===== src/rtl/bgf_pkg.sv =====
// ============================================================================
// bgf_pkg
// Shared widths, constants, command and status types and the charge table
// of the battery gauge filter and lookup unit.
// ============================================================================
`default_nettype none

package bgf_pkg;

    localparam int ADC_BITS     = 12;
    localparam int VOLT_W       = 19;
    localparam int PCT_W        = 7;
    localparam int LOOK_W       = 16;
    localparam int DIVISOR_W    = 8;
    localparam int TABLE_POINTS = 17;
    localparam int SEG_W        = $clog2(TABLE_POINTS + 1);

    // Full scale of the converter and the scale factor 3.3 V * 11 in 0.1 mV.
    localparam int ADC_FULL = (1 << ADC_BITS) - 1;
    localparam logic [VOLT_W-1:0] SCALE_K = VOLT_W'(33000 * 11);
    localparam int PROD_W = ADC_BITS + VOLT_W;

    localparam logic [DIVISOR_W-1:0] DIVISOR_RESET = DIVISOR_W'(8);

    // Table spans are at most 1000, so the offset into a span fits 10 bits.
    localparam int DIFF_W = 10;

    // Shared serial divider.
    localparam int DIV_NUM_W = VOLT_W;
    localparam int DIV_DEN_W = 10;
    localparam int DIV_CNT_W = $clog2(DIV_NUM_W + 1);

    typedef struct packed {
        logic load_sample;
        logic scale_mul;
        logic scale_est;
        logic scale_fix;
        logic filt_load;
        logic filt_start;
        logic filt_upd;
        logic look_search;
        logic look_mul;
        logic look_start;
        logic out_load;
    } bgf_cmd_t;

    typedef struct packed {
        logic y_zero;
        logic div_busy;
        logic seg_interior;
    } bgf_status_t;

    function automatic logic [LOOK_W-1:0] gauge_mv(input logic [SEG_W-1:0] idx);
        logic [LOOK_W-1:0] mv;
        unique case (idx)
            SEG_W'(0):  mv = LOOK_W'(42000);
            SEG_W'(1):  mv = LOOK_W'(41500);
            SEG_W'(2):  mv = LOOK_W'(41000);
            SEG_W'(3):  mv = LOOK_W'(40500);
            SEG_W'(4):  mv = LOOK_W'(40000);
            SEG_W'(5):  mv = LOOK_W'(39500);
            SEG_W'(6):  mv = LOOK_W'(39000);
            SEG_W'(7):  mv = LOOK_W'(38500);
            SEG_W'(8):  mv = LOOK_W'(38000);
            SEG_W'(9):  mv = LOOK_W'(37500);
            SEG_W'(10): mv = LOOK_W'(37000);
            SEG_W'(11): mv = LOOK_W'(36500);
            SEG_W'(12): mv = LOOK_W'(36000);
            SEG_W'(13): mv = LOOK_W'(35500);
            SEG_W'(14): mv = LOOK_W'(35000);
            SEG_W'(15): mv = LOOK_W'(34000);
            SEG_W'(16): mv = LOOK_W'(33000);
            default:    mv = '0;
        endcase
        return mv;
    endfunction

    function automatic logic [PCT_W-1:0] gauge_pct(input logic [SEG_W-1:0] idx);
        logic [PCT_W-1:0] pct;
        unique case (idx)
            SEG_W'(0):  pct = PCT_W'(100);
            SEG_W'(1):  pct = PCT_W'(95);
            SEG_W'(2):  pct = PCT_W'(90);
            SEG_W'(3):  pct = PCT_W'(85);
            SEG_W'(4):  pct = PCT_W'(80);
            SEG_W'(5):  pct = PCT_W'(75);
            SEG_W'(6):  pct = PCT_W'(70);
            SEG_W'(7):  pct = PCT_W'(65);
            SEG_W'(8):  pct = PCT_W'(60);
            SEG_W'(9):  pct = PCT_W'(55);
            SEG_W'(10): pct = PCT_W'(45);
            SEG_W'(11): pct = PCT_W'(35);
            SEG_W'(12): pct = PCT_W'(25);
            SEG_W'(13): pct = PCT_W'(15);
            SEG_W'(14): pct = PCT_W'(8);
            SEG_W'(15): pct = PCT_W'(3);
            SEG_W'(16): pct = PCT_W'(0);
            default:    pct = '0;
        endcase
        return pct;
    endfunction

endpackage

`default_nettype wire


===== src/rtl/bgf_divider.sv =====
// ============================================================================
// bgf_divider
// Restoring serial divider, one quotient bit per cycle, shared by the
// smoothing filter and the table interpolation.
// ============================================================================
`default_nettype none

module bgf_divider (
    input  wire logic                           clk,
    input  wire logic                           rst_n,
    input  wire logic                           start,
    input  wire logic [bgf_pkg::DIV_NUM_W-1:0]  num,
    input  wire logic [bgf_pkg::DIV_DEN_W-1:0]  den,
    output logic                                busy,
    output logic [bgf_pkg::DIV_NUM_W-1:0]       quo
);

    logic                              busy_reg;
    logic                              busy_next;
    logic [bgf_pkg::DIV_CNT_W-1:0]     cnt_reg;
    logic [bgf_pkg::DIV_CNT_W-1:0]     cnt_next;
    logic [bgf_pkg::DIV_NUM_W-1:0]     quo_reg;
    logic [bgf_pkg::DIV_NUM_W-1:0]     quo_next;
    logic [bgf_pkg::DIV_DEN_W-1:0]     rem_reg;
    logic [bgf_pkg::DIV_DEN_W-1:0]     rem_next;
    logic [bgf_pkg::DIV_DEN_W-1:0]     den_reg;
    logic [bgf_pkg::DIV_DEN_W-1:0]     den_next;
    logic [bgf_pkg::DIV_DEN_W:0]       shifted;
    logic [bgf_pkg::DIV_DEN_W:0]       trial;
    logic                              fits;

    always_comb
    begin
        shifted = {rem_reg, quo_reg[bgf_pkg::DIV_NUM_W-1]};
        trial   = shifted - {1'b0, den_reg};
        fits    = shifted >= {1'b0, den_reg};

        busy_next = busy_reg;
        cnt_next  = cnt_reg;
        quo_next  = quo_reg;
        rem_next  = rem_reg;
        den_next  = den_reg;

        if (start)
        begin
            busy_next = 1'b1;
            cnt_next  = bgf_pkg::DIV_CNT_W'(bgf_pkg::DIV_NUM_W);
            quo_next  = num;
            rem_next  = '0;
            den_next  = den;
        end
        else if (busy_reg)
        begin
            // The remainder always stays below the divisor, so it fits.
            rem_next = fits ? trial[bgf_pkg::DIV_DEN_W-1:0]
                            : shifted[bgf_pkg::DIV_DEN_W-1:0];
            quo_next = {quo_reg[bgf_pkg::DIV_NUM_W-2:0], fits};
            cnt_next = cnt_reg - 1'b1;
            if (cnt_reg == bgf_pkg::DIV_CNT_W'(1))
            begin
                busy_next = 1'b0;
            end
        end
    end

    always_ff @(posedge clk or negedge rst_n)
    begin
        if (!rst_n)
        begin
            busy_reg <= 1'b0;
            cnt_reg  <= '0;
        end
        else
        begin
            busy_reg <= busy_next;
            cnt_reg  <= cnt_next;
        end
    end

    always_ff @(posedge clk)
    begin
        quo_reg <= quo_next;
        rem_reg <= rem_next;
        den_reg <= den_next;
    end

    assign busy = busy_reg;
    assign quo  = quo_reg;

endmodule

`default_nettype wire


===== src/rtl/bgf_datapath.sv =====
// ============================================================================
// bgf_datapath
// Sample scaling, smoothing filter state, table search and interpolation,
// the divisor register and the result register.
// ============================================================================
`default_nettype none

module bgf_datapath (
    input  wire logic                              clk,
    input  wire logic                              rst_n,
    input  wire bgf_pkg::bgf_cmd_t                 cmd,
    output bgf_pkg::bgf_status_t                   status,
    input  wire logic                              cfg_we,
    input  wire logic [bgf_pkg::DIVISOR_W-1:0]     cfg_data,
    input  wire logic [bgf_pkg::ADC_BITS-1:0]      sample,
    output logic [bgf_pkg::VOLT_W-1:0]             volt_out,
    output logic [bgf_pkg::PCT_W-1:0]              pct_out
);

    localparam int EST_W = bgf_pkg::PROD_W + 1;

    logic [bgf_pkg::DIVISOR_W-1:0]  div_cfg_reg;
    logic [bgf_pkg::VOLT_W-1:0]     y_reg;
    logic [bgf_pkg::VOLT_W-1:0]     y_next;

    logic [bgf_pkg::ADC_BITS-1:0]   sample_reg;
    logic [bgf_pkg::PROD_W-1:0]     prod_reg;
    logic [bgf_pkg::VOLT_W-1:0]     est_reg;
    logic [bgf_pkg::VOLT_W-1:0]     v_reg;
    logic                           up_reg;
    logic [bgf_pkg::LOOK_W-1:0]     look_reg;
    logic [bgf_pkg::SEG_W-1:0]      seg_reg;
    logic [bgf_pkg::DIV_NUM_W-1:0]  num_reg;
    logic [bgf_pkg::VOLT_W-1:0]     volt_reg;
    logic [bgf_pkg::PCT_W-1:0]      pct_reg;

    logic [EST_W-1:0]               est_sum;
    logic [bgf_pkg::PROD_W-1:0]     back;
    logic [bgf_pkg::PROD_W-1:0]     resid;
    logic [bgf_pkg::VOLT_W-1:0]     v_fixed;
    logic                           v_ge_y;
    logic [bgf_pkg::VOLT_W-1:0]     filt_diff;
    logic [bgf_pkg::DIVISOR_W-1:0]  divisor;
    logic [bgf_pkg::LOOK_W-1:0]     look;
    logic [bgf_pkg::SEG_W-1:0]      seg_found;
    logic [bgf_pkg::SEG_W-1:0]      seg_prev;
    logic                           seg_interior;
    logic [bgf_pkg::LOOK_W-1:0]     span_full;
    logic [bgf_pkg::LOOK_W-1:0]     offset_full;
    logic [bgf_pkg::PCT_W-1:0]      dp;
    logic [bgf_pkg::DIFF_W+bgf_pkg::PCT_W-1:0] interp_prod;
    logic [bgf_pkg::PCT_W-1:0]      pct_next;

    logic                           div_start;
    logic [bgf_pkg::DIV_NUM_W-1:0]  div_num;
    logic [bgf_pkg::DIV_DEN_W-1:0]  div_den;
    logic                           div_busy;
    logic [bgf_pkg::DIV_NUM_W-1:0]  div_quo;

    // Division by 2^B - 1: the sum p + p/2^B + p/2^2B shifted down by B bits
    // is at most one below the true quotient; one compare fixes it.
    always_comb
    begin
        est_sum = EST_W'(prod_reg)
                + EST_W'(prod_reg >> bgf_pkg::ADC_BITS)
                + EST_W'(prod_reg >> (2 * bgf_pkg::ADC_BITS));
        back    = (bgf_pkg::PROD_W'(est_reg) << bgf_pkg::ADC_BITS)
                - bgf_pkg::PROD_W'(est_reg);
        resid   = prod_reg - back;
        v_fixed = (resid >= bgf_pkg::PROD_W'(bgf_pkg::ADC_FULL)) ? est_reg + 1'b1 : est_reg;
    end

    always_comb
    begin
        v_ge_y    = v_reg >= y_reg;
        filt_diff = v_ge_y ? v_reg - y_reg : y_reg - v_reg;
        divisor   = (div_cfg_reg == '0) ? bgf_pkg::DIVISOR_W'(1) : div_cfg_reg;
    end

    // The first table point at or below the voltage; past the end means
    // below the table.
    always_comb
    begin
        look = (y_reg > bgf_pkg::VOLT_W'({bgf_pkg::LOOK_W{1'b1}}))
             ? {bgf_pkg::LOOK_W{1'b1}} : y_reg[bgf_pkg::LOOK_W-1:0];
        seg_found = bgf_pkg::SEG_W'(bgf_pkg::TABLE_POINTS);
        for (int i = bgf_pkg::TABLE_POINTS - 1; i >= 0; i--)
        begin
            if (look >= bgf_pkg::gauge_mv(bgf_pkg::SEG_W'(i)))
            begin
                seg_found = bgf_pkg::SEG_W'(i);
            end
        end
    end

    always_comb
    begin
        seg_prev     = seg_reg - 1'b1;
        seg_interior = (seg_reg != '0)
                    && (seg_reg != bgf_pkg::SEG_W'(bgf_pkg::TABLE_POINTS));
        span_full    = bgf_pkg::gauge_mv(seg_prev) - bgf_pkg::gauge_mv(seg_reg);
        offset_full  = look_reg - bgf_pkg::gauge_mv(seg_reg);
        dp           = bgf_pkg::gauge_pct(seg_prev) - bgf_pkg::gauge_pct(seg_reg);
        interp_prod  = {{bgf_pkg::PCT_W{1'b0}}, offset_full[bgf_pkg::DIFF_W-1:0]}
                     * {{bgf_pkg::DIFF_W{1'b0}}, dp};
    end

    always_comb
    begin
        if (seg_reg == '0)
        begin
            pct_next = bgf_pkg::gauge_pct(seg_reg);
        end
        else if (seg_interior)
        begin
            pct_next = bgf_pkg::gauge_pct(seg_reg) + div_quo[bgf_pkg::PCT_W-1:0];
        end
        else
        begin
            pct_next = '0;
        end
    end

    always_comb
    begin
        div_start = cmd.filt_start | cmd.look_start;
        div_num   = cmd.filt_start ? filt_diff : num_reg;
        div_den   = cmd.filt_start ? bgf_pkg::DIV_DEN_W'(divisor)
                                   : span_full[bgf_pkg::DIV_DEN_W-1:0];
    end

    always_comb
    begin
        y_next = y_reg;
        if (cmd.filt_load)
        begin
            y_next = v_reg;
        end
        else if (cmd.filt_upd)
        begin
            y_next = up_reg ? y_reg + div_quo : y_reg - div_quo;
        end
    end

    bgf_divider u_divider (
        .clk   (clk),
        .rst_n (rst_n),
        .start (div_start),
        .num   (div_num),
        .den   (div_den),
        .busy  (div_busy),
        .quo   (div_quo)
    );

    always_ff @(posedge clk or negedge rst_n)
    begin
        if (!rst_n)
        begin
            div_cfg_reg <= bgf_pkg::DIVISOR_RESET;
            y_reg       <= '0;
        end
        else
        begin
            if (cfg_we)
            begin
                div_cfg_reg <= cfg_data;
            end
            y_reg <= y_next;
        end
    end

    always_ff @(posedge clk)
    begin
        if (cmd.load_sample)
        begin
            sample_reg <= sample;
        end
        if (cmd.scale_mul)
        begin
            prod_reg <= bgf_pkg::PROD_W'(sample_reg) * bgf_pkg::PROD_W'(bgf_pkg::SCALE_K);
        end
        if (cmd.scale_est)
        begin
            est_reg <= bgf_pkg::VOLT_W'(est_sum >> bgf_pkg::ADC_BITS);
        end
        if (cmd.scale_fix)
        begin
            v_reg <= v_fixed;
        end
        if (cmd.filt_start)
        begin
            up_reg <= v_ge_y;
        end
        if (cmd.look_search)
        begin
            look_reg <= look;
            seg_reg  <= seg_found;
        end
        if (cmd.look_mul)
        begin
            num_reg <= bgf_pkg::DIV_NUM_W'(interp_prod);
        end
        if (cmd.out_load)
        begin
            volt_reg <= y_reg;
            pct_reg  <= pct_next;
        end
    end

    always_comb
    begin
        status.y_zero       = y_reg == '0;
        status.div_busy     = div_busy;
        status.seg_interior = seg_interior;
    end

    assign volt_out = volt_reg;
    assign pct_out  = pct_reg;

endmodule

`default_nettype wire


===== src/rtl/bgf_ctrl.sv =====
// ============================================================================
// bgf_ctrl
// Sequencer of the gauge: steps one request through scaling, filtering
// and lookup, and owns the input and output handshakes.
// ============================================================================
`default_nettype none

module bgf_ctrl (
    input  wire logic                   clk,
    input  wire logic                   rst_n,
    input  wire logic                   in_valid,
    output logic                        in_ready,
    output logic                        out_valid,
    input  wire logic                   out_ready,
    input  wire bgf_pkg::bgf_status_t   status,
    output bgf_pkg::bgf_cmd_t           cmd
);

    localparam logic [3:0] ST_IDLE   = 4'd0;
    localparam logic [3:0] ST_MUL    = 4'd1;
    localparam logic [3:0] ST_EST    = 4'd2;
    localparam logic [3:0] ST_FIX    = 4'd3;
    localparam logic [3:0] ST_FILT   = 4'd4;
    localparam logic [3:0] ST_FWAIT  = 4'd5;
    localparam logic [3:0] ST_SEARCH = 4'd6;
    localparam logic [3:0] ST_LMUL   = 4'd7;
    localparam logic [3:0] ST_LDIV   = 4'd8;
    localparam logic [3:0] ST_LWAIT  = 4'd9;
    localparam logic [3:0] ST_DONE   = 4'd10;

    logic [3:0] state_reg;
    logic [3:0] state_next;
    logic       out_valid_reg;
    logic       out_valid_next;

    always_comb
    begin
        state_next     = state_reg;
        cmd            = '0;
        in_ready       = 1'b0;
        out_valid_next = out_valid_reg && !out_ready;

        unique case (state_reg)
            ST_IDLE:
            begin
                in_ready = 1'b1;
                if (in_valid)
                begin
                    cmd.load_sample = 1'b1;
                    state_next      = ST_MUL;
                end
            end
            ST_MUL:
            begin
                cmd.scale_mul = 1'b1;
                state_next    = ST_EST;
            end
            ST_EST:
            begin
                cmd.scale_est = 1'b1;
                state_next    = ST_FIX;
            end
            ST_FIX:
            begin
                cmd.scale_fix = 1'b1;
                state_next    = ST_FILT;
            end
            ST_FILT:
            begin
                // An empty filter takes the scaled sample as it is.
                if (status.y_zero)
                begin
                    cmd.filt_load = 1'b1;
                    state_next    = ST_SEARCH;
                end
                else
                begin
                    cmd.filt_start = 1'b1;
                    state_next     = ST_FWAIT;
                end
            end
            ST_FWAIT:
            begin
                if (!status.div_busy)
                begin
                    cmd.filt_upd = 1'b1;
                    state_next   = ST_SEARCH;
                end
            end
            ST_SEARCH:
            begin
                cmd.look_search = 1'b1;
                state_next      = ST_LMUL;
            end
            ST_LMUL:
            begin
                cmd.look_mul = 1'b1;
                state_next   = ST_LDIV;
            end
            ST_LDIV:
            begin
                if (status.seg_interior)
                begin
                    cmd.look_start = 1'b1;
                    state_next     = ST_LWAIT;
                end
                else
                begin
                    state_next = ST_DONE;
                end
            end
            ST_LWAIT:
            begin
                if (!status.div_busy)
                begin
                    state_next = ST_DONE;
                end
            end
            ST_DONE:
            begin
                if (!out_valid_reg || out_ready)
                begin
                    cmd.out_load   = 1'b1;
                    out_valid_next = 1'b1;
                    state_next     = ST_IDLE;
                end
            end
            default:
            begin
                state_next = ST_IDLE;
            end
        endcase
    end

    always_ff @(posedge clk or negedge rst_n)
    begin
        if (!rst_n)
        begin
            state_reg     <= ST_IDLE;
            out_valid_reg <= 1'b0;
        end
        else
        begin
            state_reg     <= state_next;
            out_valid_reg <= out_valid_next;
        end
    end

    assign out_valid = out_valid_reg;

endmodule

`default_nettype wire


===== src/rtl/battery_gauge_filter_lut_unit.sv =====
// ============================================================================
// battery_gauge_filter_lut_unit
// Battery gauge: converter sample scaling, smoothing filter and
// piecewise linear charge lookup.
// ============================================================================
// Usage:
// A request carries one raw converter sample on adc_sample (in_valid /
// in_ready). Each request gives one result, filtered_voltage in 0.1 mV
// units and charge_percent, on out_valid / out_ready.
// The block works on one request at a time. The filter pass of the
// shared serial divider is skipped when the filter is loaded outright,
// and the lookup pass when the voltage lies at or above the first table
// point or below the last. The divider yields one quotient bit per cycle
// over 19 bits. in_ready is high again from the cycle in which out_valid
// rises, so a new request can enter while that result waits.
// When the receiver stalls, the finished result waits in the output
// register and the next request stops just before loading its own.
// The divisor port (cfg_valid / cfg_ready, filter_divisor) is always
// ready. Reset empties the filter and sets the divisor to 8.
// ============================================================================
`default_nettype none

module battery_gauge_filter_lut_unit (
    input  wire logic                               clk,
    input  wire logic                               rst_n,
    input  wire logic                               in_valid,
    output logic                                    in_ready,
    input  wire logic [bgf_pkg::ADC_BITS-1:0]       adc_sample,
    output logic                                    out_valid,
    input  wire logic                               out_ready,
    output logic [bgf_pkg::VOLT_W-1:0]              filtered_voltage,
    output logic [bgf_pkg::PCT_W-1:0]               charge_percent,
    input  wire logic                               cfg_valid,
    output logic                                    cfg_ready,
    input  wire logic [bgf_pkg::DIVISOR_W-1:0]      filter_divisor
);

    bgf_pkg::bgf_cmd_t    cmd;
    bgf_pkg::bgf_status_t status;
    logic                 cfg_we;

    assign cfg_ready = 1'b1;
    assign cfg_we    = cfg_valid & cfg_ready;

    bgf_ctrl u_ctrl (
        .clk       (clk),
        .rst_n     (rst_n),
        .in_valid  (in_valid),
        .in_ready  (in_ready),
        .out_valid (out_valid),
        .out_ready (out_ready),
        .status    (status),
        .cmd       (cmd)
    );

    bgf_datapath u_datapath (
        .clk      (clk),
        .rst_n    (rst_n),
        .cmd      (cmd),
        .status   (status),
        .cfg_we   (cfg_we),
        .cfg_data (filter_divisor),
        .sample   (adc_sample),
        .volt_out (filtered_voltage),
        .pct_out  (charge_percent)
    );

endmodule

`default_nettype wire

===== config.mk =====
export PLATFORM = sky130hd
export DESIGN_NAME = battery_gauge_filter_lut_unit
export DESIGN_NICKNAME = d
export VERILOG_FILES = /design/src/rtl/bgf_pkg.sv /design/src/rtl/bgf_divider.sv /design/src/rtl/bgf_datapath.sv /design/src/rtl/bgf_ctrl.sv /design/src/rtl/battery_gauge_filter_lut_unit.sv
export SDC_FILE = /design/constraint.sdc
export NUM_CORES = 1
export LEC_CHECK = 0
export BUFFER_PORTS_ARGS = -buffer_cell sky130_fd_sc_hd__buf_2
export CORE_ASPECT_RATIO = 1.5
export CORE_MARGIN = 3
export CORE_UTILIZATION = 58
export CTS_CLUSTER_SIZE = 20
export DETAILED_ROUTE_END_ITERATION = 7
export PLACE_DENSITY = 0.84
export SLEW_MARGIN = 20
export SYNTH_ARGS = -nofsm -noshare
export SYNTH_HDL_FRONTEND = slang
export SYNTH_SLANG_ARGS = --single-unit

===== constraint.sdc =====
create_clock -name clk -period 13.65 [get_ports clk]
set_input_delay 4.095 -clock clk [delete_from_list [all_inputs] [get_ports clk]]
set_output_delay 4.095 -clock clk [all_outputs]
set_load 0.01 [all_outputs]

[Word level (Yosys, flattened, before mapping)]
Memory sizes are Yosys's and may differ from the RTL's.
Cells that the tools add are included.
Storage, ports and cells
  flip-flop bits (word level): 214
  bits in read-only memories: 2048
  input bits: 25
  output and inout port bits: 29
  memories kept: 7
Operators by class
  add/sub/neg operators: 16
  multiply operators: 2
  magnitude comparators: 21
  equal/unequal tests: 16
  muxes and demuxes: 63
  bitwise logic cells: 1
  reduce and logical (&&, ||, !) cells: 17
Memories
  (name not given): depth 32, bits a word 12, rd ports 1, clocked after memory_dff 0, write ports 0, RTL line bgf_pkg.sv:55  | unique case (idx)
  (name not given): depth 32, bits a word 12, rd ports 1, clocked after memory_dff 0, write ports 0, RTL line bgf_pkg.sv:55
  (name not given): depth 32, bits a word 12, rd ports 1, clocked after memory_dff 0, write ports 0, RTL line bgf_pkg.sv:55
  (name not given): depth 32, bits a word 7, rd ports 1, clocked after memory_dff 0, write ports 0, RTL line bgf_pkg.sv:80  | unique case (idx)
  (name not given): depth 32, bits a word 7, rd ports 1, clocked after memory_dff 0, write ports 0, RTL line bgf_pkg.sv:80
  (name not given): depth 32, bits a word 7, rd ports 1, clocked after memory_dff 0, write ports 0, RTL line bgf_pkg.sv:80
  +1 memories
Operators by type and width (count)
  $ge 16x16->1 const B: 17
  $mux 19: 8
  $sub 19x19->19: 3
  $mux 4: 12
  $pmux 4 s11: 1
  $add 31x19->31: 1
  $add 31x7->31: 1
  $ge 31x12->1 const B: 1
  $sub 31x19->31: 1
  $sub 31x31->31: 1
  $sub 10x10->10: 3
  $mul 12x16->28 const B: 1
  $mux 7: 4
  $mux 1: 23
  $add 19x1->19 const B: 1
  $add 19x19->19: 1
  $ge 19x19->1: 1
  $gt 19x16->1 const B: 1
  $logic_not 19->1: 1
  $mul 10x7->17: 1
  $eq 4x3->1 const B: 4
  $mux 16: 1
  $mux 8: 2
  $reduce_or 16->1: 1
  other kinds (28): 45

[Longest topological paths before layout]
Gate-level depths: netlist of the first run.
  depth after elaboration: 19
  gate-level depth with buffers: 35

[Modules after synthesis]
From an unflattened synthesis of the first run, not the netlist that was laid out.
Second synthesis, totals
  cell total of the unflattened synthesis: 2493
  area, all modules: 23017.1 µm²
Modules (own cells, without submodules)
  bgf_datapath: times used 1, cells an instance 2241, area an instance 20225.6 µm², seq. area each 4790.8 µm²
  bgf_divider: times used 1, cells an instance 195, area an instance 2352.3 µm², seq. area each 1221.2 µm²
  bgf_ctrl: times used 1, cells an instance 55, area an instance 427.9 µm², seq. area each 125.1 µm²
  battery_gauge_filter_lut_unit: times used 1, cells an instance 2, area an instance 11.3 µm², seq. area each 0.0 µm²

[Worst setup path before layout of the first run]
Ideal clock, no wire load.
  path type: register -> register
  start point: reg u_datapath.seg_reg[0] (netlist name)
  end point: reg u_datapath.num_reg[16] (netlist name), data pin
  data arrival time: 7.701 ns
  required time: 13.390 ns
  slack: 5.690 ns
  cell stages (with the launch flop): 36
  clock period less this slack: 7.960 ns
  cell sequence: edfxtp_1 clkbuf_1 inv_1 ha_1 clkbuf_1 xnor2_1 nor2_1 a21oi_1 o211ai_1 ha_1 fa_1 nor2b_1 o21ai_0 nand2b_1 a21o_1 a21oi_1 xnor2_1 nand2b_1 fa_1 fa_1 inv_1 fa_1 inv_1 fa_1 inv_1 ha_1 inv_1 o21bai_1 a21oi_1 o21bai_1 a21oi_1 o21bai_1 a2111oi_0 o31ai_1 a21oi_1 xnor2_1
On the way
  cells in the longest elaborated chain, start to end: 4
Ends and longest elaborated chain
  from (decl): RTL line bgf_datapath.sv:32  | logic [bgf_pkg::SEG_W-1:0] seg_reg;
  from (signal assigned): RTL line bgf_datapath.sv:197  | seg_reg <= seg_found;
  $sub 5x1->5: RTL line bgf_datapath.sv:98  | seg_prev = seg_reg - 1'b1;
  $mem_v2 32x7
  $sub 7x7->7: RTL line bgf_datapath.sv:103  | dp = bgf_pkg::gauge_pct(seg_prev) - bgf_pkg::gauge_pct(seg_reg);
  $mul 10x7->17 *: RTL line bgf_datapath.sv:105  | * {{bgf_pkg::DIFF_W{1'b0}}, dp};
  net u_datapath.interp_prod, one bit: RTL line bgf_datapath.sv:51  | logic [bgf_pkg::DIFF_W+bgf_pkg::PCT_W-1:0] interp_prod;
  to (signal assigned): RTL line bgf_datapath.sv:201  | num_reg <= bgf_pkg::DIV_NUM_W'(interp_prod);
  to (decl): RTL line bgf_datapath.sv:33  | logic [bgf_pkg::DIV_NUM_W-1:0] num_reg;
Mark *: on every way through the listed nets, which the timed path passes. The rest lies on a longest branch.
A chain may end at the register's enable or synchronous reset.

[Worst setup path after layout of the first run]
Ends and elaborated chain as after synthesis.

==> summary.txt, run 1 <==
STA
  – Fin crit share: 66.0%
  – Worst Skew: 12.0 ps
  – Pins Over Slew Limit: 0
  – Sum Neg Setup Slack: 0 ps
  – Setup violations, final: 0
  – Final critical-path required period: 9000 ps
  – Final-report hold violation count: 0
  – Worst slew pin tran: 1060 ps
  – Unrepaired setup endpoints after global routing: no
  – Fmax: 111 MHz
  – Worst slew margin: 29.5%

Synth
  – Post-Synth Adder-Cell Area: 27.5%
  – Ys flop type: edfxtp_1
  – Yosys Warn Count: 0
  – Synth Area in XOR/XNOR: 6.36%
  – Simple logic cell fraction of the synthesized area: 13.5%
  – Post-synth EDFFs: 166
  – Main combinational cell family by area after synthesis: adder cells
  – Synthesized area per cell: 9.20 um^2
  – Number of distinct library cells after synthesis: 86
  – Synth async-reset ratio: 17.8%
  – Post-synthesis compound-gate area fraction: 16.3%
  – Syn_nets: 2,873
  – Post-Synthesis Cells: 2,426
  – Multiplexer area fraction after synthesis: 2.04%
  – #FFs+latches synth: 214
  – Mapped Area: 0.0223 mm^2
  – Register area share after synthesis: 27.5%

Hold path
  – Hold Crit Start: u_datapath.u_divider.rem_reg[9]
  – Hold Path End: u_datapath.u_divider.rem_reg[9]
  – Hold path depth: 2
  – Worst Hold Class: reg -> reg

Floorplan
  – Core ar.: 0.0378 mm^2
  – Die height: 246 um
  – I/O pin total: 54
  – FP Rows: 87
  – Die area: 0.0409 mm^2
  – Initial core utilization: 59.1%
  – Die width: 166 um

Worst setup path
  – Worst r2r path cells: 33
  – Crit start category: flop
  – Crit path buffers/inverters: 5
  – FF-to-FF setup slack: 4650 ps
  – R2r startpoint: u_datapath.seg_reg[0]
  – Crit path DAT: 9280 ps
  – CP max stage delay: 680 ps
  – Req. time, crit path: 13,920 ps
  – Crit path depth: 33
  – Endpoint type of the worst setup path: flop
  – Largest delay share family, worst path: adder cells
  – Crit path kind: reg -> reg
  – CP max-delay cell: edfxtp_1
  – Max FO, Critical Path: 16
  – R2R Path End: u_datapath.num_reg[16]

CTS
  – CTS max path bufs: 3
  – CTS H-tree depth: 1
  – Postcts setup bufs: 0
  – Post-CTS Resized: 0
  – CTS tree: yes
  – Root buf cell: clkbuf_16
  – CTS Hold Bufs: 0
  – Total CTS buffers: 24
  – Clock insertion delay at the later pin of the skew report: 540 ps
  – Clock Sinks: 214
  – Clk slew on worst S/H paths: 70 ps

Cells and area
  – Fraction of layout cells with a size suffix above 1: 7.12%
  – Max FFs per register: 28
  – Layout Cells excl Fill: 2,960
  – Fin nets: 2,900
  – Antenna cell count: 0
  – P&R area growth vs syn: 7.16%

Flow run
  – Max-cap violations: 0

Global routing
  – GRT Util Overall: 30.2%
  – Initial antenna violation count: 0
  – Largest net degree at the start of global routing: 39
  – GRT overflow: 0
  – Vias in the first global route: 19.3k
  – First-pass GRT wire length: 98,900 um

Place
  – Routability Congestion: 0.998
  – HPWL Detailed: 50,200 um
  – DP Cell Count: 2,916
  – Port Buf Inserts: 52

Route
  – Post-Route WL: 62,400 um
  – Via count: 18.4k
  – DRC: 0
  – WL/cell: 21.1 um
  – Detail Route Antenna Nets: 0
  – First-pass DRT Iterations: 5
  – Drt initial violations: 1,493
  – Vias per cell: 6.22

Outcome
  – Status: finished clean
metrics by stage:
step	utilization, %	instance area [um^2]	hold WS [ps]	setup WS, ps
3_5_place_dp	61.0	23100	468	4780
2_1_floorplan	-	22300	445	5690
4_1_cts	63.3	23900	479	4670
5_1_grt	63.3	23900	501	3920
3_3_place_gp	61.0	23100	458	5080
6_report	63.3	23900	473	4650
placed cells by master, fill, tap and decap left out, types with 45 or more instances in the layout:
cell,n
edfxtp_1,166
nand3_1,45
fa_1,114
ha_1,308
nand2_1,145
xnor2_1,105
nor2_1,199
nor3_1,49
a21oi_1,153
inv_1,327
buf_2,52
xor2_1,57
o21ai_0,127
worst max path at each step:
stage | startpoint | end | slack, ps
finish | u_datapath.seg_reg[0] | u_datapath.num_reg[16] | 4650
global route | u_datapath.seg_reg[0] | u_datapath.num_reg[16] | 3920
CTS | u_datapath.seg_reg[0] | u_datapath.num_reg[16] | 4670
detailed placement | u_datapath.seg_reg[0] | u_datapath.num_reg[16] | 4780
global placement | u_datapath.seg_reg[0] | u_datapath.num_reg[16] | 5080
floorplan | u_datapath.seg_reg[0] | u_datapath.num_reg[16] | 5690
per-layer routing:
metal  routed length, um  vias up  track usage [%]
li1                    -     8572                -
met1               19700     8843             28.1
met2               33900      713             59.5
met3                2840      272             2.81
met4                5970        0             23.8
met5                   0        -                0
kinds of logic after synthesis:
logic type,count (synthesis)
adder cells (fa/ha/maj),423
flip-flops,214
XOR/XNOR,162
AO/OA/AOI/OAI,557
buffers and inverters,395
multiplexers,43
other,1
AND/OR/NAND/NOR,631
area by class of cell:
class	instances	area, um^2
tap	489	612
fill	3022	13900
clock inverter	14	205
clock buffer	30	644
sequential	214	6140
multi-input combinational	1817	14700
inverter	328	1230
timing repair buffer	68	380
synthesized netlist by cell type, types with 20 or more instances:
cell type  number  share of area [%]
or2_2          26               0.73
nor3_1         52                1.2
a211oi_1       24               0.81
dfrtp_1        37                4.1
a21oi_1       153                3.4
nand2b_1       34               0.95
clkbuf_1       53               0.89
mux2_2         20                1.0
inv_1         327                5.5
a21o_1         41                1.4
edfxtp_1      166                 22
mux2i_1        23                1.0
nand4_1        22               0.62
xnor2_1       105                4.1
nand2_1       145                2.4
nor2b_1        24               0.67
o21ai_0       127                2.8
nor2_1        199                3.3
ha_1          308                 17
xor2_1         57                2.2
and3_1         22               0.62
fa_1          114                 10
nand3_1        45                1.0
o21a_1         20               0.67
worst reg2reg max path, delay by kind of cell (launching register included):
family	cells	cell delay [ps]
AND/OR/NAND/NOR	4	570
AO/OA/AOI/OAI	13	2340
XOR/XNOR	3	1340
buffers and inverters	5	420
adder cells (fa/ha/maj)	8	3390
flip-flops	1	680
Power of run 1 is left out: the tool's default activity adds up to more than one toggle a clock period on the data nets, which glitch-free logic cannot reach.
==> inputs of run 2 (changes only) <==
Clock period 13.65 ns to 8.55 ns, I/O delays scaled along.
==> run 2 against run 1 <==
Non-clock buffer count increased by 14. Global-route usage is 0.71 points lower. First-iteration DRC count up 0.80%. Fmax is 11% higher. Critical path depth unchanged. Cell count grew 0.41%. Register-to-register slack got worse by 4200 ps. Flip-flop and latch count is the same. Clock skew rose by 16 ps. Hold slack better by 18 ps. Routed wire length shrank 0.71%. Critical path type unchanged.
==> summary.txt, run 2 (synthesis gave the netlist of run 1 again) <==
Outcome
  – Status: finished clean

CTS
  – Clock Sinks: 214
  – CTS tree: yes
  – Postcts setup bufs: 0
  – Post-CTS Resized: 0
  – CTS H-tree depth: 1
  – Root buf cell: clkbuf_16
  – Clk slew on worst S/H paths: 60 ps
  – CTS Hold Bufs: 0
  – CTS max path bufs: 3
  – Total CTS buffers: 23
  – Clock insertion delay at the later pin of the skew report: 540 ps

Worst setup path
  – Most Frequent Cell on Critical Path: inv_1
  – Largest delay share family, worst path: adder cells
  – Crit start category: flop
  – Max FO, Critical Path: 10
  – CP max-delay cell: edfxtp_1
  – Crit path DAT: 8380 ps
  – R2r startpoint: u_datapath.seg_reg[1]
  – Crit path buffers/inverters: 6
  – R2R Path End: u_datapath.num_reg[16]
  – Crit path kind: reg -> reg
  – Worst r2r path cells: 33
  – FF-to-FF setup slack: 440 ps
  – CP max stage delay: 550 ps
  – Endpoint type of the worst setup path: flop
  – Req. time, crit path: 8820 ps

Hold path
  – Hold Crit Start: u_datapath.u_divider.rem_reg[9]
  – Hold Path End: u_datapath.u_divider.rem_reg[9]
  – Hold path depth: 2
  – Worst Hold Class: reg -> reg

Global routing
  – Largest net degree at the start of global routing: 39
  – Initial antenna violation count: 0
  – First-pass GRT wire length: 96,400 um
  – Vias in the first global route: 18.9k
  – GRT Util Overall: 29.5%
  – GRT overflow: 0

Cells and area
  – Multi-input logic area: 0.0147 mm^2
  – Fraction of layout cells with a size suffix above 1: 7.69%
  – Fillcell total: 3,093
  – Leading cell types in the layout, fill and taps excluded: 327 x inv_1, 307 x ha_1, 199 x nor2_1
  – Fin nets: 2,913
  – Commonest non-fill, non-tap cell in the layout: inv_1
  – Antenna cell count: 0
  – Max FFs per register: 28
  – P&R area growth vs syn: 7.20%
  – Layout Cells excl Fill: 2,972
  – Post-layout util: 63.3%
  – Register area: 0.00614 mm^2

Route
  – WL/cell: 20.9 um
  – Drt initial violations: 1,505
  – Detail Route Antenna Nets: 0
  – Via count: 18.4k
  – DRC: 0
  – Post-Route WL: 62,000 um
  – Vias per cell: 6.18
  – First-pass DRT Iterations: 7

Place
  – DP Cell Count: 2,930
  – HPWL Detailed: 50,300 um
  – Port Buf Inserts: 52
  – Setup WS pre-CTS: 180 ps
  – Routability Congestion: 0.988

STA
  – Post-route setup slack: 442 ps
  – Setup violations, final: 0
  – Worst Skew: 27.8 ps
  – Worst slew pin tran: 1060 ps
  – Final-report hold violation count: 0
  – Fin crit share: 94.8%
  – Fmax: 123 MHz
  – Pins Over Slew Limit: 0
  – Worst slew margin: 29.3%
  – Sum Neg Setup Slack: 0 ps
  – Final critical-path required period: 8110 ps
  – Unrepaired setup endpoints after global routing: no

Floorplan
  – Die area: 0.0409 mm^2
  – Core ar.: 0.0378 mm^2
  – I/O pin total: 54
  – Initial core utilization: 59.1%
  – Die width: 166 um
  – FP Rows: 87
  – Die height: 246 um

Flow run
  – Max-cap violations: 0
==> run 2: layout make-up <==
type	count	area share, %
inverter	328	5.15
sequential	214	25.7
multi-input combinational	1817	61.6
tap	489	2.56
timing repair buffer	82	2.03
clock buffer	31	2.66
clock inverter	11	0.397
==> run 2: worst min-delay path: stages, from the launching register on <==
cell and delay [ps]:
dfxtp_1 320, nand2b_1 70, a21oi_1 60
==> run 2: worst max-delay path by stage <==
stage	depth (start not counted)	start	slack, ps	to
3_5_place_dp	33	u_datapath.seg_reg[1]	180	u_datapath.num_reg[16]
3_3_place_gp	33	u_datapath.seg_reg[1]	500	u_datapath.num_reg[16]
5_1_grt	33	u_datapath.seg_reg[1]	30	u_datapath.num_reg[16]
6_report	33	u_datapath.seg_reg[1]	440	u_datapath.num_reg[16]
2_1_floorplan	35	u_datapath.seg_reg[0]	590	u_datapath.num_reg[16]
4_1_cts	33	u_datapath.seg_reg[1]	150	u_datapath.num_reg[16]
==> run 2: per-layer routing <==
layer  vias to the layer above  global-route usage (%)  share of wire (%)
met1                      8841                    27.5                 32
met2                       685                    57.9                 54
met3                       256                    2.55                4.2
met5                         -                       0                  0
li1                       8591                       -                  -
met4                         0                    24.0                9.6
==> run 2: per-stage QoR <==
step / hold slack (ps) / area (um^2)
final: 491 / 23900
after global placement: 458 / 23200
after floorplan: 445 / 22300
after CTS: 487 / 23900
after global routing: 527 / 23900
after detailed placement: 478 / 23200
Power of run 2 is left out for the same reason.
==> inputs of run 3 (changes only) <==
Settings changed: REMOVE_ABC_BUFFERS from default to 1.
==> run 3 against run 2 <==
Critical path depth stayed put. Sequential share of layout area is 0.086 points lower. Global-route usage is 0.36 points higher. Final area is 0.33% higher. First-iteration DRC count is 13% higher. Core utilization is 0.21 points higher. Cell count hardly changed. Worst setup slack better by 140 ps. Register-to-register slack better by 140 ps. Hold slack worse by 9.1 ps. Die area stayed put. Highest routed layer unchanged.
==> summary.txt, run 3 (synthesis gave the netlist of run 1 again) <==
STA
  – Final critical-path required period: 7970 ps
  – Pins Over Slew Limit: 0
  – Post-route setup slack: 578 ps
  – Fin crit share: 93.2%
  – Final-report hold violation count: 0
  – Worst slew pin tran: 999 ps
  – Unrepaired setup endpoints after global routing: no
  – Sum Neg Setup Slack: 0 ps
  – Setup violations, final: 0
  – Worst slew margin: 32.8%
  – Fmax: 125 MHz
  – Worst Skew: 20.2 ps

Route
  – Post-Route WL: 61,600 um
  – Vias per cell: 6.18
  – Drt initial violations: 1,707
  – WL/cell: 20.7 um
  – First-pass DRT Iterations: 7
  – Via count: 18.4k
  – Detail Route Antenna Nets: 0
  – DRC: 0

Place
  – HPWL Detailed: 49,700 um
  – Port Buf Inserts: 52
  – Routability Congestion: 0.998
  – Setup WS pre-CTS: 363 ps

Outcome
  – Status: finished clean

Cells and area
  – Multi-input logic area: 0.0147 mm^2
  – Fin nets: 2,913
  – P&R area growth vs syn: 7.56%
  – Fillcell total: 3,098
  – Commonest non-fill, non-tap cell in the layout: inv_1
  – Post-layout util: 63.5%
  – Register area: 0.00614 mm^2
  – Max FFs per register: 28
  – Leading cell types in the layout, fill and taps excluded: 327 x inv_1, 307 x ha_1, 199 x nor2_1
  – Fraction of layout cells with a size suffix above 1: 7.73%
  – Antenna cell count: 0

CTS
  – Clock Sinks: 214
  – Postcts setup bufs: 0
  – CTS H-tree depth: 1
  – Clock insertion delay at the later pin of the skew report: 550 ps
  – CTS tree: yes
  – CTS max path bufs: 3
  – Root buf cell: clkbuf_16
  – Clk slew on worst S/H paths: 60 ps
  – Total CTS buffers: 25

Global routing
  – Initial antenna violation count: 1
  – Largest net degree at the start of global routing: 39
  – GRT overflow: 0
  – First-pass GRT wire length: 97,800 um
  – Vias in the first global route: 19.2k
  – GRT Util Overall: 29.9%

Worst setup path
  – CP max-delay cell: fa_1
  – Most Frequent Cell on Critical Path: inv_1
  – CP max stage delay: 540 ps
  – Endpoint type of the worst setup path: flop
  – Max FO, Critical Path: 10
  – Req. time, crit path: 8840 ps
  – Crit path kind: reg -> reg
  – Crit path DAT: 8260 ps
  – Crit start category: flop

Floorplan
  – Initial core utilization: 59.1%
  – FP Rows: 87
  – Die area: 0.0409 mm^2
  – Die width: 166 um
  – Die height: 246 um
  – Core ar.: 0.0378 mm^2
  – I/O pin total: 54

Hold path
  – Worst Hold Class: reg -> reg

Flow run
  – Max-cap violations: 0
==> run 3: cell count changes in the layout (fill, tap and decap cells not counted), sizes merged <==
cell,delta
bufinv,+3
buf,-2
clkinv,+2
clkbuf,-1
==> run 3: per-layer routing <==
| layer | share of wire, % | global-route usage (%) | up-vias |
|---|---|---|---|
| met2 | 54 | 57.5 | 710 |
| met1 | 33 | 28.9 | 8821 |
| met5 | 0 | 0 | - |
| li1 | - | - | 8586 |
| met4 | 8.8 | 22.6 | 0 |
| met3 | 4.6 | 3.31 | 267 |
==> run 3: final cells by class <==
| class | count | share of cell area, % |
|---|---|---|
| Tap cell | 489 | 2.55 |
| Timing Repair Buffer | 80 | 1.96 |
| Sequential cell | 214 | 25.6 |
| Clock buffer | 30 | 2.68 |
| Multi-Input combinational cell | 1817 | 61.3 |
| Clock inverter | 16 | 0.797 |
| Inverter | 328 | 5.13 |
==> run 3: final timing paths <==
path                                                       from                              end  slack (ps)  cells after the start
worst max-delay path                      u_datapath.seg_reg[1]           u_datapath.num_reg[16]         580                     33
worst min-delay path            u_datapath.u_divider.rem_reg[9]  u_datapath.u_divider.rem_reg[9]         480                      2
worst min register to register  u_datapath.u_divider.rem_reg[9]  u_datapath.u_divider.rem_reg[9]         480                      2
max in group asynchronous                                 rst_n              u_ctrl.state_reg[0]        5750                      1
min in group asynchronous                                 rst_n             u_datapath.y_reg[18]        2160                      1
worst max register to register            u_datapath.seg_reg[1]           u_datapath.num_reg[16]         580                     33
==> run 3: metrics by stage <==
| stage | instances | cell area [um^2] | hold slack, ps |
|---|---|---|---|
| CTS | 2974 | 24000 | 479 |
| finish | 2974 | 24000 | 481 |
| global placement | 2928 | 23100 | 457 |
| floorplan | 2359 | 22000 | 445 |
| detailed placement | 2928 | 23100 | 469 |
| global route | 2974 | 24000 | 504 |
==> run 3: repair_timing <==
| action | CTS | global route |
|---|---|---|
| hold buffers | 0 | 0 |
| endpoints found under the setup margin | 0 | 2 |
| gates resized for setup | 0 | 4 |
| hold endpoints to repair | 0 | 0 |
==> run 3: worst max-delay path: cells and delay by family (launching register included) <==
family          cells  cell delay (ps)
fa+ha+maj           7             3080
compound gates     13             2320
simple gates        4              670
xor+xnor            3              660
buf+inv             6              620
flops               1              390
Power of run 3 is left out for the same reason.
